[src/rtl/core/pclab_pkg.sv]
// Shared types and constants for the percolation cluster labeler.
`timescale 1ns / 1ps

package pclab_pkg;

   // Lattice geometry.
   localparam int SIDE    = 32;
   localparam int SITES   = SIDE * SIDE;
   localparam int ADDR_W  = $clog2(SITES);
   localparam int COORD_W = $clog2(SIDE);

   // Field widths fixed by the interface.
   localparam int FIELD_W = 5;
   localparam int LABEL_W = 11;
   localparam int COUNT_W = 11;

   // Neighbor slots, in the order the merge visits them.
   localparam int NUM_NB = 4;
   localparam int NB_W   = 2;
   localparam logic [NB_W-1:0] NB_LEFT  = 2'd0;
   localparam logic [NB_W-1:0] NB_ABOVE = 2'd1;
   localparam logic [NB_W-1:0] NB_RIGHT = 2'd2;
   localparam logic [NB_W-1:0] NB_BELOW = 2'd3;

   typedef struct packed {
      logic [FIELD_W-1:0] site_col;
      logic [FIELD_W-1:0] site_row;
   } req_type;

   typedef struct packed {
      logic [LABEL_W-1:0] site_label;
      logic               newly_filled;
      logic [COUNT_W-1:0] filled_total;
      logic [COUNT_W-1:0] cluster_size;
      logic               spans;
   } rsp_type;

   typedef enum logic [2:0] {
      ST_CLEAR,
      ST_IDLE,
      ST_RD_SITE,
      ST_SITE_CHK,
      ST_NB,
      ST_SWEEP,
      ST_TAIL,
      ST_DONE
   } state_type;

   typedef struct packed {
      logic            load_req;
      logic            site_rd;
      logic            site_chk;
      logic            nb_rd;
      logic [NB_W-1:0] nb_rd_idx;
      logic            nb_cap;
      logic [NB_W-1:0] nb_cap_idx;
      logic            sweep_rd;
      logic            clear_wr;
      logic            rsp_load;
   } cmd_type;

   typedef struct packed {
      logic in_range;
      logic sweep_last;
   } status_type;

endpackage

[src/rtl/core/pclab_ctrl.sv]
// Controller state machine of the labeler: sequencing and handshakes.
`timescale 1ns / 1ps

module pclab_ctrl (
   input  logic                  clock,
   input  logic                  reset,
   input  logic                  req_valid,
   output logic                  req_stall,
   output logic                  rsp_valid,
   input  logic                  rsp_stall,
   input  pclab_pkg::status_type status,
   output pclab_pkg::cmd_type    cmd
);
   import pclab_pkg::*;

   state_type    state_ff, state_in;
   logic [2:0]   nb_step_ff, nb_step_in;
   logic         rsp_valid_ff, rsp_valid_in;

   always_ff @(posedge clock) begin
      if (reset) begin
         state_ff     <= ST_CLEAR;
         nb_step_ff   <= '0;
         rsp_valid_ff <= 1'b0;
      end else begin
         state_ff     <= state_in;
         nb_step_ff   <= nb_step_in;
         rsp_valid_ff <= rsp_valid_in;
      end
   end

   always_comb begin
      state_in   = state_ff;
      nb_step_in = nb_step_ff;
      cmd        = '0;
      req_stall  = (state_ff != ST_IDLE);
      rsp_valid_in = rsp_valid_ff && rsp_stall;
      unique case (state_ff)
         ST_CLEAR: begin
            cmd.clear_wr = 1'b1;
            if (status.sweep_last) state_in = ST_IDLE;
         end
         ST_IDLE: begin
            if (req_valid) begin
               cmd.load_req = 1'b1;
               state_in     = ST_RD_SITE;
            end
         end
         ST_RD_SITE: begin
            if (status.in_range) begin
               cmd.site_rd = 1'b1;
               state_in    = ST_SITE_CHK;
            end else begin
               state_in    = ST_DONE;
            end
         end
         ST_SITE_CHK: begin
            cmd.site_chk = 1'b1;
            nb_step_in   = '0;
            state_in     = ST_NB;
         end
         ST_NB: begin
            // Neighbor reads are pipelined: issue slot n while capturing slot n-1.
            cmd.nb_rd      = (nb_step_ff < 3'd4);
            cmd.nb_rd_idx  = nb_step_ff[NB_W-1:0];
            cmd.nb_cap     = (nb_step_ff != '0);
            cmd.nb_cap_idx = NB_W'(nb_step_ff - 3'd1);
            nb_step_in     = nb_step_ff + 3'd1;
            if (nb_step_ff == 3'd4) state_in = ST_SWEEP;
         end
         ST_SWEEP: begin
            cmd.sweep_rd = 1'b1;
            if (status.sweep_last) state_in = ST_TAIL;
         end
         ST_TAIL: begin
            state_in = ST_DONE;
         end
         ST_DONE: begin
            if (!rsp_valid_ff || !rsp_stall) begin
               cmd.rsp_load = 1'b1;
               rsp_valid_in = 1'b1;
               state_in     = ST_IDLE;
            end
         end
         default: state_in = ST_CLEAR;
      endcase
   end

   assign rsp_valid = rsp_valid_ff;

endmodule

[config.mk]
export PLATFORM = sky130hd
export DESIGN_NAME = pclab_ctrl
export DESIGN_NICKNAME = d
export VERILOG_FILES = /design/src/rtl/core/pclab_pkg.sv /design/src/rtl/core/pclab_ctrl.sv
export SDC_FILE = /design/constraint.sdc
export NUM_CORES = 1
export LEC_CHECK = 0
export ABC_CLOCK_PERIOD_IN_PS = 1750
export BUFFER_PORTS_ARGS = -buffer_cell sky130_fd_sc_hd__buf_2
export CAP_MARGIN = 40
export CORE_AREA = 3 3 40 42
export DETAILED_ROUTE_END_ITERATION = 7
export DIE_AREA = 0 0 43 45
export HOLD_SLACK_MARGIN = 0.05
export PLACE_DENSITY_LB_ADDON = 0.08
export RECOVER_POWER = 25
export SYNTH_ARGS = -nofsm -noshare
export SYNTH_HDL_FRONTEND = slang
export SYNTH_SLANG_ARGS = --single-unit
[constraint.sdc]
create_clock -name clock -period 1.75 [get_ports clock]
set_input_delay 0.0875 -clock clock [delete_from_list [all_inputs] [get_ports clock]]
set_output_delay 0.0875 -clock clock [all_outputs]
set_load 0.01 [all_outputs]
==> out/metrics.yaml <==
place:
  place_ws_ns: 0.2957
  placedCellCount: 94
  place_congestion: 0.6915
  place_hpwl_um: 727.2
  port_buffers: 19
flow_run:
  max-cap-violations: 0
floorplan:
  fp-row-count: 13
  dieArea_um2: 1935
  io_pins: 20
  initial_core_util_pct: 36.51
  die_w_um: 43
  design.core.area_um2: 1285
  die_y_um: 45
synthesis:
  ys_seq_elements: 7
  synthArstFlopShare_pct: 0
  seq_area_frac_synth_pct: 29.87
  avgSynthCellArea_um2: 7.448
  synth-warning-count: 0
  syn_nets: 71
  ys_types: 26
  synth_ff_type: "dfxtp_1"
  syn_area_um2: 469.2
  netlist_instances: 63
  synth_edf_count: 0
timing:
  setup_tns_ns: 0
  hold_viol_final: 0
  slew-limit-headroom_pct: 73.44
  post-route-min-period_ns: 1.600
  worstMarginPinSlew_ns: 0.3975
  min_period_over_period_pct: 91.41
  fmax_ghz: 0.6251
  setup_viol: 0
  worst_slack_ns: 0.1503
  rsz0062_at_grt: "false"
  slew_viol_final: 0
  finClkSkew_ns: 0.004334
final_layout:
  n_fill_cell: 130
  final_common_cell: "buf_2"
  final_cell_mix: "buf_2, a21oi_1, inv_1, dfxtp_1, nand2_1"
  n_antenna_cell: 0
  final-instance-count-excl-fill: 98
  syn_to_final_growth_pct: 24.27
  layout-drive-gt1-share_pct: 28.92
  nNetsFinal: 92
power_and_ir_drop:
  ir_drop_mv: 0.3014
  pwr_density_cell_nw_per_um2: 694.1
  p_leak_nw: 0.2825
drt:
  vias_per_cell: 4.786
  vias: 469
  drc_errors: 0
  postRouteWirelength_um: 964
  wl_per_cell_um: 9.837
  drt_iter0_drc: 5
  ant_nets: 0
  drt_pass1_iterations: 4
clocking:
  postCtsSetupRepairBufs: 0
  cts_buffers: 3
  clockRootBuffer: "clkbuf_4"
  cts_tree: "done"
  clkSinkCount: 7
  cts.htree.levels: 1
  path_clk_slew_ns: 0.05
  cts_hold_buf: 0
  worst_skew_pair.late_latency_ns: 0.25
  cts_buffer_depth: 2
  cts.repair.resized: 0
critical_path:
  slowest_stage: "or3b_1"
  path_cells: "or3b_1 -> a21oi_1 -> buf_2"
  r2r_start: "state_ff[0]$_SDFFE_PP0P_"
  cp-startpoint: "state_ff[0]$_SDFFE_PP0P_"
  arrival_ns: 1.51
  startpoint_type: "flop"
  critPathMaxStageDelay_ns: 0.55
  reg2reg_slack_ns: 0.29
  required_ns: 1.66
  r2r-end: "nb_step_ff[2]$_SDFFE_PP0P_"
  cp_max_fo: 13
  reg2reg_depth: 3
  endpoint: "cmd[5]"
  path_class: "flop to output port"
  end_kind: "output port"
grt:
  grt_pass1_vias: 381
  grt_util_all_layers_pct: 11.93
  antenna_found_initial: 0
  overflow: 0
  grt_pass1_wl_um: 1711
  grt_max_degree: 14
hold_path:
  hold_path_class: "primary input to flop"
outcome:
  status: "finished, final reports clean"
==> cell usage after synthesis, types with 2 or more instances <==
cell type	count	area [um^2]
nand3_1	4	20.02
inv_1	7	26.28
nor2_1	5	18.77
ha_1	2	25.02
a21oi_1	8	40.04
dfxtp_1	7	140.1
nand2b_1	3	18.77
buf_6	2	22.52
nand2_1	6	22.52
nor3_1	3	15.01
==> how the worst min path moves through the flow <==
stage,start,endpoint,slack (ns),cells past startpoint
4_1_cts,rsp_stall,rsp_valid$_SDFF_PP0_,0.09,3
6_report,rsp_stall,rsp_valid$_SDFF_PP0_,0.1,3
2_1_floorplan,reset,nb_step_ff[2]$_SDFFE_PP0P_,0.15,1
5_1_grt,reset,nb_step_ff[2]$_SDFFE_PP0P_,0.09,2
3_3_place_gp,rsp_stall,rsp_valid$_SDFF_PP0_,0.36,3
3_5_place_dp,rsp_stall,rsp_valid$_SDFF_PP0_,0.36,3
==> routing by layer <==
metal	share of wire (%)	global-route usage [%]
met5	0	0
met4	0	3.614
met3	7.9	5.976
met2	43	15.87
met1	49	16.71
==> power by group <==
group | internal [W] | total [W] | switching, W
Combinational | 0.0000367 | 0.0000827 | 0.0000461
Sequential | 0.000167 | 0.000177 | 0.0000100
Clock | 0.0000869 | 0.000145 | 0.0000580
==> kinds of logic after synthesis <==
| group | Yosys count | synth area share (%) |
|---|---|---|
| and+or+nand+nor | 28 | 31.47 |
| buffers and inverters | 12 | 13.87 |
| muxes | 1 | 2.400 |
| AOI/OAI and AO/OA | 13 | 17.07 |
| adders and majority gates | 2 | 5.332 |
| DFF | 7 | 29.87 |
==> state kept, by name, indices dropped and copies added (netlist names) <==
| register | count |
|---|---|
| rsp_valid | 1 |
| nb_step_ff | 3 |
| state_ff | 3 |
==> worst max-delay path: cells and delay by family (launching register included) <==
| kind | cells | cell delay (ns) |
|---|---|---|
| AND/OR/NAND/NOR | 1 | 0.55 |
| flip-flops | 1 | 0.41 |
| AO/OA/AOI/OAI | 1 | 0.16 |
| buffers and inverters | 1 | 0.14 |
==> stage by stage <==
step	power (W)	utilization (%)	hold slack, ns	cell area (um^2)
floorplan	0.0002386	-	0.1521	469.2
global placement	0.0002658	43.52	0.3554	559.3
detailed placement	0.0002647	43.52	0.3626	559.3
CTS	0.0004143	45.57	0.09125	585.6
global route	0.0004422	45.37	0.09359	583.1
finish	0.0004047	45.37	0.09974	583.1
==> layout make-up <==
cell class | instances | area, um^2 | area share, %
multi-input combinational | 44 | 264.0 | 45.28
inverter | 7 | 26.28 | 4.506
timing repair buffer | 21 | 107.6 | 18.45
clock buffer | 4 | 26.28 | 4.506
tap | 15 | 18.77 | 3.219
sequential | 7 | 140.1 | 24.03
(Power assumes the default switching activity.)
